File: config.mk
export PLATFORM = sky130hd
export DESIGN_NAME = sorted_priority_queue_flat
export DESIGN_NICKNAME = d
export VERILOG_FILES = /design/src/hdl/spq_pkg.sv /design/src/hdl/spq_if.sv /design/src/hdl/spq_ram.sv /design/src/hdl/sorted_priority_queue.sv /design/src/flat_wrapper.sv
export SDC_FILE = /design/constraint.sdc
export NUM_CORES = 1
export LEC_CHECK = 0
export ABC_AREA = 1
export BUFFER_PORTS_ARGS = -buffer_cell sky130_fd_sc_hd__buf_2
export CORE_UTILIZATION = 61
export DETAILED_ROUTE_END_ITERATION = 16
export GPL_TIMING_DRIVEN = 0
export PLACE_DENSITY_LB_ADDON = 0.08
export SYNTH_ARGS = -nofsm -noshare
export SYNTH_HDL_FRONTEND = slang
export SYNTH_SLANG_ARGS = --single-unit
File: constraint.sdc
create_clock -name clk -period 6.2 [get_ports clk]
set_input_delay 1.55 -clock clk [delete_from_list [all_inputs] [get_ports clk]]
set_output_delay 1.55 -clock clk [all_outputs]
set_load 0.01 [all_outputs]
File: src/hdl/spq_pkg.sv
`timescale 1ns / 1ps
`default_nettype none
// ----------------------------------------------------------------------------
// spq_pkg
// Shared types and constants of the sorted priority queue.
// ----------------------------------------------------------------------------
package spq_pkg;

	localparam int unsigned CMD_W    = 2;
	localparam int unsigned VALUE_W  = 32;
	localparam int unsigned STATUS_W = 2;
	localparam int unsigned POS_W    = 4;
	localparam int unsigned COUNT_W  = 5;

	localparam logic [CMD_W-1:0] CMD_INSERT = 2'd0;
	localparam logic [CMD_W-1:0] CMD_REMOVE = 2'd1;
	localparam logic [CMD_W-1:0] CMD_FIND   = 2'd2;

	localparam logic [STATUS_W-1:0] STATUS_OK       = 2'd0;
	localparam logic [STATUS_W-1:0] STATUS_NOTFOUND = 2'd1;
	localparam logic [STATUS_W-1:0] STATUS_FULL     = 2'd2;

	typedef struct packed {
		logic [CMD_W-1:0]          cmd;
		logic signed [VALUE_W-1:0] value;
	} spq_req_t;

	typedef struct packed {
		logic [STATUS_W-1:0]       status;
		logic [POS_W-1:0]          position;
		logic signed [VALUE_W-1:0] head_value;
		logic [COUNT_W-1:0]        count;
	} spq_rsp_t;

	typedef enum logic [2:0] {
		ST_IDLE,
		ST_SCAN,
		ST_INS,
		ST_PUT,
		ST_RESULT
	} spq_state_t;

endpackage
`default_nettype wire

File: src/hdl/spq_if.sv
`timescale 1ns / 1ps
`default_nettype none
// ----------------------------------------------------------------------------
// spq_if
// Valid/ready channels for request and response transactions.
// ----------------------------------------------------------------------------
interface spq_req_if;
	import spq_pkg::*;

	logic     valid;
	logic     ready;
	spq_req_t data;

	modport source (output valid, output data, input ready);
	modport sink   (input valid, input data, output ready);
endinterface

interface spq_rsp_if;
	import spq_pkg::*;

	logic     valid;
	logic     ready;
	spq_rsp_t data;

	modport source (output valid, output data, input ready);
	modport sink   (input valid, input data, output ready);
endinterface
`default_nettype wire

File: src/hdl/spq_ram.sv
`timescale 1ns / 1ps
`default_nettype none
// ----------------------------------------------------------------------------
// spq_ram
// Simple dual-port RAM, one write and one registered read port.
// ----------------------------------------------------------------------------
module spq_ram #(
	parameter int unsigned WIDTH = 32,
	parameter int unsigned DEPTH = 16
) (
	input  wire logic                     clk,
	input  wire logic                     we,
	input  wire logic [$clog2(DEPTH)-1:0] waddr,
	input  wire logic [WIDTH-1:0]         wdata,
	input  wire logic                     re,
	input  wire logic [$clog2(DEPTH)-1:0] raddr,
	output logic      [WIDTH-1:0]         rdata
);

	logic [WIDTH-1:0] mem [DEPTH];

	always_ff @(posedge clk) begin
		if (we) begin
			mem[waddr] <= wdata;
		end
		if (re) begin
			rdata <= mem[raddr];
		end
	end

endmodule
`default_nettype wire

File: src/hdl/sorted_priority_queue.sv
`timescale 1ns / 1ps
`default_nettype none
// ----------------------------------------------------------------------------
// sorted_priority_queue
// Descending sorted list in one RAM with insert, remove and find commands.
// ----------------------------------------------------------------------------
// Insert walks from the tail, shifting one entry per cycle.
// Remove and find walk from the head.
// The controller returns to idle after each result, and walks are paced by the single RAM
//   read port; the response register admits a request while a result waits.
// Reset clears the count and control state; RAM contents stay undefined.
// ----------------------------------------------------------------------------
module sorted_priority_queue #(
	parameter int unsigned DEPTH = 16
) (
	input wire logic  clk,
	input wire logic  arst_n,
	spq_req_if.sink   req,
	spq_rsp_if.source rsp
);
	import spq_pkg::*;

	localparam int unsigned AW = $clog2(DEPTH);
	localparam int unsigned CW = $clog2(DEPTH + 1);

	spq_state_t state_q, state_d;

	logic [CMD_W-1:0]          cmd_q, cmd_d;
	logic signed [VALUE_W-1:0] value_q, value_d;
	logic [AW-1:0]             ptr_q, ptr_d;
	logic [AW-1:0]             pos_q, pos_d;
	logic                      found_q, found_d;
	logic [STATUS_W-1:0]       status_q, status_d;
	logic [CW-1:0]             cnt_q, cnt_d;
	logic signed [VALUE_W-1:0] head_q;
	logic                      rsp_valid_q;
	spq_rsp_t                  rsp_q;

	logic                      we, re, rsp_load;
	logic [AW-1:0]             waddr, raddr;
	logic [VALUE_W-1:0]        wdata, rd_data;

	logic          slot_free, is_full, is_empty, at_tail, eq, ge;
	logic [AW-1:0] last;

	spq_ram #(
		.WIDTH(VALUE_W),
		.DEPTH(DEPTH)
	) u_ram (
		.clk  (clk),
		.we   (we),
		.waddr(waddr),
		.wdata(wdata),
		.re   (re),
		.raddr(raddr),
		.rdata(rd_data)
	);

	assign slot_free = !rsp_valid_q || rsp.ready;
	assign is_full   = cnt_q == CW'(DEPTH);
	assign is_empty  = cnt_q == '0;
	assign last      = AW'(cnt_q - 1'b1);
	assign at_tail   = ptr_q == last;
	assign eq        = rd_data == value_q;
	assign ge        = value_q >= $signed(rd_data);

	// next state
	always_comb begin
		state_d = state_q;
		case (state_q)
			ST_IDLE: begin
				if (req.valid) begin
					case (req.data.cmd)
						CMD_INSERT: begin
							if (is_full) state_d = ST_RESULT;
							else if (is_empty) state_d = ST_PUT;
							else state_d = ST_INS;
						end
						CMD_REMOVE, CMD_FIND: begin
							state_d = is_empty ? ST_RESULT : ST_SCAN;
						end
						default: state_d = ST_RESULT;
					endcase
				end
			end
			ST_SCAN: begin
				if (at_tail || (!found_q && eq && cmd_q == CMD_FIND)) state_d = ST_RESULT;
			end
			ST_INS: begin
				if (!(ge && ptr_q != '0)) state_d = ST_PUT;
			end
			ST_PUT:    state_d = ST_RESULT;
			ST_RESULT: begin
				if (slot_free) state_d = ST_IDLE;
			end
			default:   state_d = ST_IDLE;
		endcase
	end

	// outputs and datapath controls
	always_comb begin
		req.ready = 1'b0;
		we        = 1'b0;
		waddr     = ptr_q;
		wdata     = rd_data;
		re        = 1'b0;
		raddr     = ptr_q;
		rsp_load  = 1'b0;
		cmd_d     = cmd_q;
		value_d   = value_q;
		ptr_d     = ptr_q;
		pos_d     = pos_q;
		found_d   = found_q;
		status_d  = status_q;
		cnt_d     = cnt_q;
		case (state_q)
			ST_IDLE: begin
				req.ready = 1'b1;
				if (req.valid) begin
					cmd_d    = req.data.cmd;
					value_d  = req.data.value;
					found_d  = 1'b0;
					pos_d    = '0;
					status_d = STATUS_NOTFOUND;
					case (req.data.cmd)
						CMD_INSERT: begin
							if (is_full) begin
								status_d = STATUS_FULL;
							end else if (!is_empty) begin
								re    = 1'b1;
								raddr = last;
								ptr_d = last;
							end
						end
						CMD_REMOVE, CMD_FIND: begin
							if (!is_empty) begin
								re    = 1'b1;
								raddr = '0;
								ptr_d = '0;
							end
						end
						default: ;
					endcase
				end
			end
			ST_SCAN: begin
				if (found_q) begin
					we    = 1'b1;
					waddr = AW'(ptr_q - 1'b1);
					wdata = rd_data;
				end else if (eq) begin
					found_d  = 1'b1;
					pos_d    = ptr_q;
					status_d = STATUS_OK;
				end
				if (at_tail) begin
					if (found_q || (eq && cmd_q == CMD_REMOVE)) cnt_d = CW'(cnt_q - 1'b1);
				end else if (found_q || !eq || cmd_q == CMD_REMOVE) begin
					re    = 1'b1;
					raddr = AW'(ptr_q + 1'b1);
					ptr_d = AW'(ptr_q + 1'b1);
				end
			end
			ST_INS: begin
				if (ge) begin
					we    = 1'b1;
					waddr = AW'(ptr_q + 1'b1);
					wdata = rd_data;
					if (ptr_q == '0) begin
						pos_d = '0;
					end else begin
						re    = 1'b1;
						raddr = AW'(ptr_q - 1'b1);
						ptr_d = AW'(ptr_q - 1'b1);
					end
				end else begin
					pos_d = AW'(ptr_q + 1'b1);
				end
			end
			ST_PUT: begin
				we       = 1'b1;
				waddr    = pos_q;
				wdata    = value_q;
				cnt_d    = CW'(cnt_q + 1'b1);
				status_d = STATUS_OK;
			end
			ST_RESULT: begin
				rsp_load = slot_free;
			end
			default: ;
		endcase
	end

	always_ff @(posedge clk or negedge arst_n) begin
		if (!arst_n) begin
			state_q     <= ST_IDLE;
			cnt_q       <= '0;
			found_q     <= 1'b0;
			rsp_valid_q <= 1'b0;
		end else begin
			state_q <= state_d;
			cnt_q   <= cnt_d;
			found_q <= found_d;
			if (rsp_load) rsp_valid_q <= 1'b1;
			else if (rsp.ready) rsp_valid_q <= 1'b0;
		end
	end

	always_ff @(posedge clk) begin
		cmd_q    <= cmd_d;
		value_q  <= value_d;
		ptr_q    <= ptr_d;
		pos_q    <= pos_d;
		status_q <= status_d;
		if (we && waddr == '0) head_q <= wdata;
		if (rsp_load) begin
			rsp_q.status     <= status_q;
			rsp_q.position   <= POS_W'(pos_q);
			rsp_q.head_value <= is_empty ? '0 : head_q;
			rsp_q.count      <= COUNT_W'(cnt_q);
		end
	end

	assign rsp.valid = rsp_valid_q;
	assign rsp.data  = rsp_q;

	a_accept_leaves_idle: assert property (@(posedge clk) disable iff (!arst_n)
		req.valid && req.ready |=> state_q != ST_IDLE)
		else $error("request accepted but controller stayed idle");

	a_write_in_walk: assert property (@(posedge clk) disable iff (!arst_n)
		we |-> (state_q == ST_SCAN || state_q == ST_INS || state_q == ST_PUT))
		else $error("RAM write outside a walk");

	a_write_in_range: assert property (@(posedge clk) disable iff (!arst_n)
		we |-> CW'(waddr) <= cnt_q)
		else $error("RAM write beyond fill level");

	a_count_step: assert property (@(posedge clk) disable iff (!arst_n)
		!$stable(cnt_q) |-> (cnt_q == CW'($past(cnt_q) + 1'b1)
			|| cnt_q == CW'($past(cnt_q) - 1'b1)))
		else $error("count moved by more than one");

	a_count_bound: assert property (@(posedge clk) disable iff (!arst_n)
		rsp_load |-> cnt_q <= CW'(DEPTH))
		else $error("count above depth");

endmodule
`default_nettype wire

File: src/flat_wrapper.sv
// flat-port wrapper written by rule: the top's interface ports become plain ports
module sorted_priority_queue_flat import spq_pkg::*;
#(
	parameter int unsigned DEPTH = 16
)
  (clk, arst_n, req_valid, req_data, req_ready, rsp_valid, rsp_data, rsp_ready);
  spq_req_if req_i ();
  spq_rsp_if rsp_i ();
  input wire logic clk;
  input wire logic arst_n;
  input wire logic [$bits(req_i.valid)-1:0] req_valid;
  input wire logic [$bits(req_i.data)-1:0] req_data;
  output wire logic [$bits(req_i.ready)-1:0] req_ready;
  output wire logic [$bits(rsp_i.valid)-1:0] rsp_valid;
  output wire logic [$bits(rsp_i.data)-1:0] rsp_data;
  input wire logic [$bits(rsp_i.ready)-1:0] rsp_ready;
  assign req_i.valid = req_valid;
  assign req_i.data = req_data;
  assign req_ready = req_i.ready;
  assign rsp_valid = rsp_i.valid;
  assign rsp_data = rsp_i.data;
  assign rsp_i.ready = rsp_ready;
  sorted_priority_queue #(.DEPTH(DEPTH)) u_core (.clk(clk), .arst_n(arst_n), .req(req_i), .rsp(rsp_i));
endmodule
==> results.json, run 1 <==
{
  "status": "complete, no violations",
  "dp.cells": 3090,
  "worstMarginPinSlew_ns": 1.23,
  "cpPeakStageDelay_ns": 0.61,
  "yosys_most_used_dff": "edfxtp_1",
  "postRouteWirelength_um": 81600,
  "fmax_ghz": 0.193,
  "r2r_end": "u_core.u_ram.mem[2][7]",
  "synth.distinct_cells": 46,
  "post_cts_resized": 0,
  "gp_congestion": 0.917,
  "die_w_um": 214,
  "syn_avg_cell_area_um2": 11.6,
  "die_area_um2": 46000,
  "hpwl_um": 54800,
  "cts_buffers": 67,
  "insertion_delay_ns": 0.60,
  "netlist_area_um2": 27500,
  "critPathLaunchType": "flop",
  "cts_sinks": 641,
  "reg2reg_depth": 18,
  "maxSlewViolCount": 0,
  "cp_slowest_cell": "nor2_4",
  "vias_per_cell": 6.29,
  "critPathMostFrequentCell": "nand2_1",
  "drive_above_1_share_pct": 13.9,
  "crit_family": "simple AND/OR/NAND/NOR gates",
  "wire_per_inst_um": 25.5,
  "critPathCaptureType": "flop",
  "die_h_um": 214,
  "grt_pass1_vias": 19400,
  "arrival_ns": 5.46,
  "drcViolationCount": 0,
  "syn_nets": 2449,
  "portBuffers": 82,
  "fin_cells": 3203,
  "htree_levels": 3,
  "ys_ff_latch": 641,
  "synthToLayoutAreaGrowth_pct": 14.6,
  "fin_crit_sh_pct": 83.4,
  "rsz0062_at_grt": "false",
  "core_um2": 44300,
  "cts_setup_buffers": 0,
  "ant_nets": 0,
  "min_period_ns": 5.17,
  "hold_path.class": "reg -> reg",
  "async_reset_ff_share_pct": 1.56,
  "max_cap_violations": 0,
  "seq_area_frac_synth_pct": 69.6,
  "fillers": 3078,
  "cts-root-buf": "clkbuf_16",
  "synth-edff-count": 627,
  "cp_num_buf_inv": 3,
  "syn_inst": 2372,
  "worst_hold_slack_ns": 0.417,
  "diodes": 0,
  "cts_tree": "yes",
  "crit_path_cell_trace": "ha_1 > nand2_1 > nor2_2 > nand4_1 > a21oi_1 > nor2_1 > nand2_1 > nand2_1 > nand3_2 > inv_1 > ha_1 > o21ai_0 > o2111ai_1 > o21ai_0 > inv_1 > or2_2 > nor2_4 > buf_12",
  "path_class": "reg -> reg",
  "vias": 20200,
  "antenna_found_initial": 0,
  "clk_pin_slew_ns": 0.06,
  "reg2reg_slack_ns": 1.03,
  "fin_nets": 2644,
  "r2r_start": "u_core.value_q[31]",
  "crit_start": "u_core.value_q[31]",
  "hold_violations": 0,
  "crit_path_end": "u_core.u_ram.mem[2][7]",
  "track_usage_pct": 35.8,
  "setup_viol": 0,
  "initialDrtViolationCount": 2861,
  "hold_buffers": 0,
  "yosys_warnings": 0,
  "crit_fanout": 17,
  "required_ns": 6.49,
  "grt.overflow.total": 0,
  "cts_max_path_buffers": 3,
  "slew_headroom_pct": 17.3,
  "start_util_pct": 62.1,
  "first_pass_iters": 7,
  "fin_worst_skew_ns": 0.0171,
  "io_pins": 83,
  "grt_pass1_wl_um": 120000,
  "grt_max_degree": 28,
  "row_count": 77,
  "crit_cells": 18
}
## synth_stat cells (all sizes together) (4+ instances only)
cell / n / area, um^2
nand3: 662 / 3330
nand3b: 4 / 33.8
nand4: 7 / 43.8
dfrtp: 10 / 250
xor2: 10 / 95.1
dfxtp: 4 / 80.1
ha: 39 / 488
o21ai: 61 / 305
buf: 104 / 694
nor2: 59 / 241
edfxtp: 627 / 18800
inv: 123 / 462
a21oi: 23 / 119
nor3: 7 / 40.0
nand2: 563 / 2140
clkbuf: 40 / 150
## logic make-up (layout without fill, tap and decap cells)
logic type                 after synthesis  count (layout)  synth area share, %
AOI/OAI and AO/OA                      105             105                 2.11
xor gates and xnor gates                13              13                0.441
adders and majority gates               39              39                 1.77
buffers and inverters                  269             508                 4.78
DFF                                    641             641                 69.6
and+or+nand+nor                       1305            1305                 21.3
## through the flow
step	setup TNS [ns]	area [um^2]	util, %	worst slack, ns
finish	0	31500	71.1	1.03
global placement	-333.01	28700	64.7	-0.962
detailed placement	0	29400	66.4	1.16
floorplan	0	27500	-	1.75
global route	0	31500	71.1	0.847
CTS	0	31500	71.1	1.11
## sequential cells by signal, summed over array words and instances, names as in the netlist
name / flops
u_core.ptr_q: 4
u_core.cmd_q: 2
u_core.status_q: 2
u_core.rsp.data: 43
u_core.head_q: 14
u_core.u_ram.rdata: 32
u_core.state_q: 3
u_core.u_ram.mem: 498
u_core.value_q: 32
u_core.cnt_q: 5
u_core.found_q: 1
u_core.rsp.valid: 1
u_core.pos_q: 4
## worst register-to-register path, stage by stage, from the launching register on
cell,delay [ns]
edfxtp_1,0.42
ha_1,0.41
nand2_1,0.12
nor2_2,0.18
nand4_1,0.34
a21oi_1,0.52
nor2_1,0.12
nand2_1,0.09
nand2_1,0.10
nand3_2,0.18
inv_1,0.13
ha_1,0.30
o21ai_0,0.18
o2111ai_1,0.14
o21ai_0,0.19
inv_1,0.11
or2_2,0.41
nor2_4,0.61
buf_12,0.28
## layout by cell type (no fill, tap or decap), drive strengths merged
cell / count
o21a: 1
ha: 39
dfxtp: 4
o2111ai: 3
nand3b: 4
or2: 2
a41oi: 1
a31o: 1
inv: 123
dfrtp: 10
a31oi: 3
nand2: 563
nor2: 59
a21oi: 23
clkinvlp: 1
a211oi: 1
xnor2: 3
o22ai: 3
nand4: 7
clkinv: 26
a22oi: 2
buf: 230
edfxtp: 627
nand3: 662
bufinv: 6
nor3: 7
o211ai: 1
o31ai: 3
o21ai: 61
a21o: 2
nor4: 1
clkbuf: 122
xor2: 10
## layout make-up
| cell class | instances | area (um^2) | share of cell area (%) |
|---|---|---|---|
| clock inverters | 31 | 303 | 0.961 |
| multi-input cells | 1462 | 7180 | 22.8 |
| repair buffers | 126 | 1020 | 3.25 |
| plain buffers | 144 | 845 | 2.68 |
| well taps | 592 | 741 | 2.35 |
| clock buffers | 82 | 1800 | 5.70 |
| flip-flops and latches | 641 | 19200 | 60.8 |
| inverters | 125 | 469 | 1.49 |
## layer usage
layer | track usage, % | up-vias | share of wire (%)
met5 | 0 | - | 0
met4 | 17.2 | 0 | 4.7
met3 | 8.13 | 225 | 12
met2 | 56.1 | 1454 | 47
met1 | 47.8 | 9659 | 36
li1 | - | 8821 | -
## worst min path at each step
| stage | end | from | cells after the start |
|---|---|---|---|
| 2_1_floorplan | u_core.rsp.data[41] | u_core.status_q[0] | 0 |
| 3_3_place_gp | u_core.rsp.data[42] | u_core.status_q[1] | 0 |
| 3_5_place_dp | u_core.rsp.data[42] | u_core.status_q[1] | 0 |
| 4_1_cts | u_core.rsp.data[42] | u_core.status_q[1] | 0 |
| 5_1_grt | u_core.rsp.data[42] | u_core.status_q[1] | 0 |
| 6_report | u_core.rsp.data[42] | u_core.status_q[1] | 0 |
Power of run 1 is left out: the tool's default activity adds up to more than one toggle a clock period on the data nets, which glitch-free logic cannot reach.
==> run 2, diff against run 1 <==
--- a/config.mk
+++ b/config.mk
@@ -5,7 +5,7 @@
 export SDC_FILE = /design/constraint.sdc
 export NUM_CORES = 1
 export LEC_CHECK = 0
-export ABC_AREA = 1
+export ABC_AREA = 0
 export BUFFER_PORTS_ARGS = -buffer_cell sky130_fd_sc_hd__buf_2
 export CORE_UTILIZATION = 61
 export DETAILED_ROUTE_END_ITERATION = 16
==> constraint.sdc (replaced) <==
create_clock -name clk -period 5 [get_ports clk]
set_input_delay 1.25 -clock clk [delete_from_list [all_inputs] [get_ports clk]]
set_output_delay 1.25 -clock clk [all_outputs]
set_load 0.01 [all_outputs]
==> results.json, run 2 <==
{
  "rsz0062_at_grt": "false",
  "cp_num_buf_inv": 3,
  "syn_avg_cell_area_um2": 14.0,
  "wl_met3_um": 7700,
  "regMostFlops": "u_core.u_ram.mem",
  "setup_viol": 0,
  "gp_congestion": 0.864,
  "ant_nets": 0,
  "cts_buffers": 68,
  "fin_crit_sh_pct": 96.0,
  "htree_levels": 3,
  "crit_fanout": 17,
  "netlist_area_um2": 26800,
  "synth.area.top_cells": "edfxtp_1 70%, nand2_1 4.6%, a311oi_1 4.3%",
  "hpwl_um": 49900,
  "synthToLayoutAreaGrowth_pct": 16.5,
  "fmax_ghz": 0.208,
  "crit_path_cell_trace": "ha_1 > and3_1 > a221o_1 > a221oi_2 > a21oi_2 > or2_1 > buf_6 > clkinv_4 > ha_1 > nor2_1 > a21oi_1 > o22a_1 > o22ai_1 > nor2_1 > nor2_1 > o21ai_1 > nor2_4 > buf_16",
  "required_ns": 5.30,
  "status": "complete, no violations",
  "seq_area_frac_synth_pct": 71.5,
  "yosysMostFrequentCell": "edfxtp_1",
  "critPathCaptureType": "flop",
  "io_pins": 83,
  "cpPeakStageDelay_ns": 0.46,
  "row_count": 76,
  "cp_slowest_cell": "a221o_1",
  "drive_above_1_share_pct": 15.3,
  "insertion_delay_ns": 0.61,
  "slew_headroom_pct": 14.4,
  "synth_top_cell_by_area": "edfxtp_1",
  "arrival_ns": 5.10,
  "critPathMostFrequentCell": "nor2_1",
  "grt_max_degree": 28,
  "clk_pin_slew_ns": 0.06,
  "layout_commonest_cell": "edfxtp_1",
  "track_usage_pct": 33.7,
  "met2_length_um": 35200,
  "hold_path.class": "reg -> reg",
  "synth_commonest_cells": "627 x edfxtp_1, 325 x nand2_1, 133 x and3_1",
  "yosys_most_used_dff": "edfxtp_1",
  "grt_pass1_vias": 17400,
  "wire_per_inst_um": 26.9,
  "fin_worst_skew_ns": 0.0244,
  "worst_hold_slack_ns": 0.435,
  "cts_tree": "yes",
  "dp.cells": 2607,
  "cts-root-buf": "clkbuf_16",
  "met1_length_um": 28800,
  "largest_reg_flops": 498,
  "start_util_pct": 62.1,
  "hold_violations": 0,
  "ys_ff_latch": 641,
  "path_class": "reg -> reg",
  "async_reset_ff_share_pct": 1.56,
  "vias_per_cell": 6.54,
  "antenna_found_initial": 1,
  "die_area_um2": 44800,
  "grt_pass1_wl_um": 109000,
  "vias": 18000,
  "maxUsedRoutingLayer": "met5",
  "grt.overflow.total": 0,
  "cts_sinks": 641,
  "syn_nets": 1985,
  "core_um2": 43200,
  "die_w_um": 212,
  "portBuffers": 82,
  "layout_common_cells": "627 x edfxtp_1, 325 x nand2_1, 133 x and3_1, 131 x a211oi_1, 131 x a311oi_1",
  "syn_inst": 1908,
  "drcViolationCount": 0,
  "hold_buffers": 0,
  "first_pass_iters": 6,
  "crit_family": "compound AO/OA/AOI/OAI gates",
  "critPathLaunchType": "flop",
  "min_period_ns": 4.80,
  "synth_top_area_share_pct": 70.3,
  "yosys_warnings": 0,
  "worstMarginPinSlew_ns": 1.28,
  "maxSlewViolCount": 0,
  "max_cap_violations": 0,
  "cts_max_path_buffers": 3,
  "postRouteWirelength_um": 74000,
  "synth-edff-count": 627,
  "synth.distinct_cells": 71,
  "fin_cells": 2747,
  "initialDrtViolationCount": 2180,
  "die_h_um": 212,
  "fin_nets": 2187
}
-- run 2: cell types whose count changed after synthesis, sizes merged, moves of 44 or more --
cell / delta
a211oi: +130
a311oi: +131
and3: +133
buf: -44
inv: -77
nand2: -236
nand3: -643
-- run 2: cell families (layout without fill, tap and decap cells) --
logic type,count (synthesis),after routing,share of synthesized area [%]
flops,641,641,71.5
mux,8,8,0.299
compound gates,392,392,11.1
simple gates,631,631,11.7
xor+xnor,14,14,0.509
fa+ha+maj,39,39,1.82
buf+inv,183,436,3.11
other cells,0,1,0
-- run 2: layout make-up --
cell class                      instances  area (um^2)
Sequential cell                       641        19200
Fill cell                            2837        12000
Multi-Input combinational cell       1084         6980
Clock buffer                           79         1770
Timing Repair Buffer                  132         1330
Tap cell                              585          732
Buffer                                135          647
Clock inverter                         42          403
Inverter                               48          185
Antenna cell                            1         2.50
-- run 2: routing by layer --
metal,GRT usage [%],vias up
li1,-,7825
met1,46.5,8854
met2,54.4,1111
met3,6.35,161
met4,11.4,2
met5,0,-
-- run 2: per-stage QoR --
stage                     util, %  cell area, um^2  TNS (ns)  worst slack, ns
after global routing         72.3            31200         0           0.0437
after CTS                    72.2            31200         0            0.104
after global placement       64.7            27900  -1069.53            -2.30
final                        72.3            31200         0            0.200
after floorplan                 -            26800         0            0.142
after detailed placement     66.4            28700   -137.47           -0.489
-- run 2: worst paths after layout --
path,endpoint,depth (start not counted),slack (ns),start
worst min register to register,u_core.rsp.data[42],0,0.44,u_core.status_q[1]
worst max-delay path,u_core.u_ram.mem[14][13],18,0.20,u_core.value_q[2]
worst min-delay path,u_core.rsp.data[42],0,0.44,u_core.status_q[1]
worst max register to register,u_core.u_ram.mem[14][13],18,0.20,u_core.value_q[2]
max in group asynchronous,u_core.cnt_q[2],1,4.28,arst_n
min in group asynchronous,u_core.state_q[1],1,0.51,arst_n
-- run 2: timing repair --
item | in CTS | in global routing
endpoints found under the setup margin | 512 | 509
setup buffers | 17 | 0
pin swaps | 16 | 0
resized for setup | 3 | 6
-- run 2: worst register-to-register path: stages (launching register included) --
cell and delay (ns):
edfxtp_1 0.42, ha_1 0.34, and3_1 0.20, a221o_1 0.46
a221oi_2 0.45, a21oi_2 0.20, or2_1 0.26, buf_6 0.15
clkinv_4 0.07, ha_1 0.23, nor2_1 0.10, a21oi_1 0.08
o22a_1 0.21, o22ai_1 0.20, nor2_1 0.07, nor2_1 0.20
o21ai_1 0.32, nor2_4 0.33, buf_16 0.21
Power of run 2 is left out for the same reason.
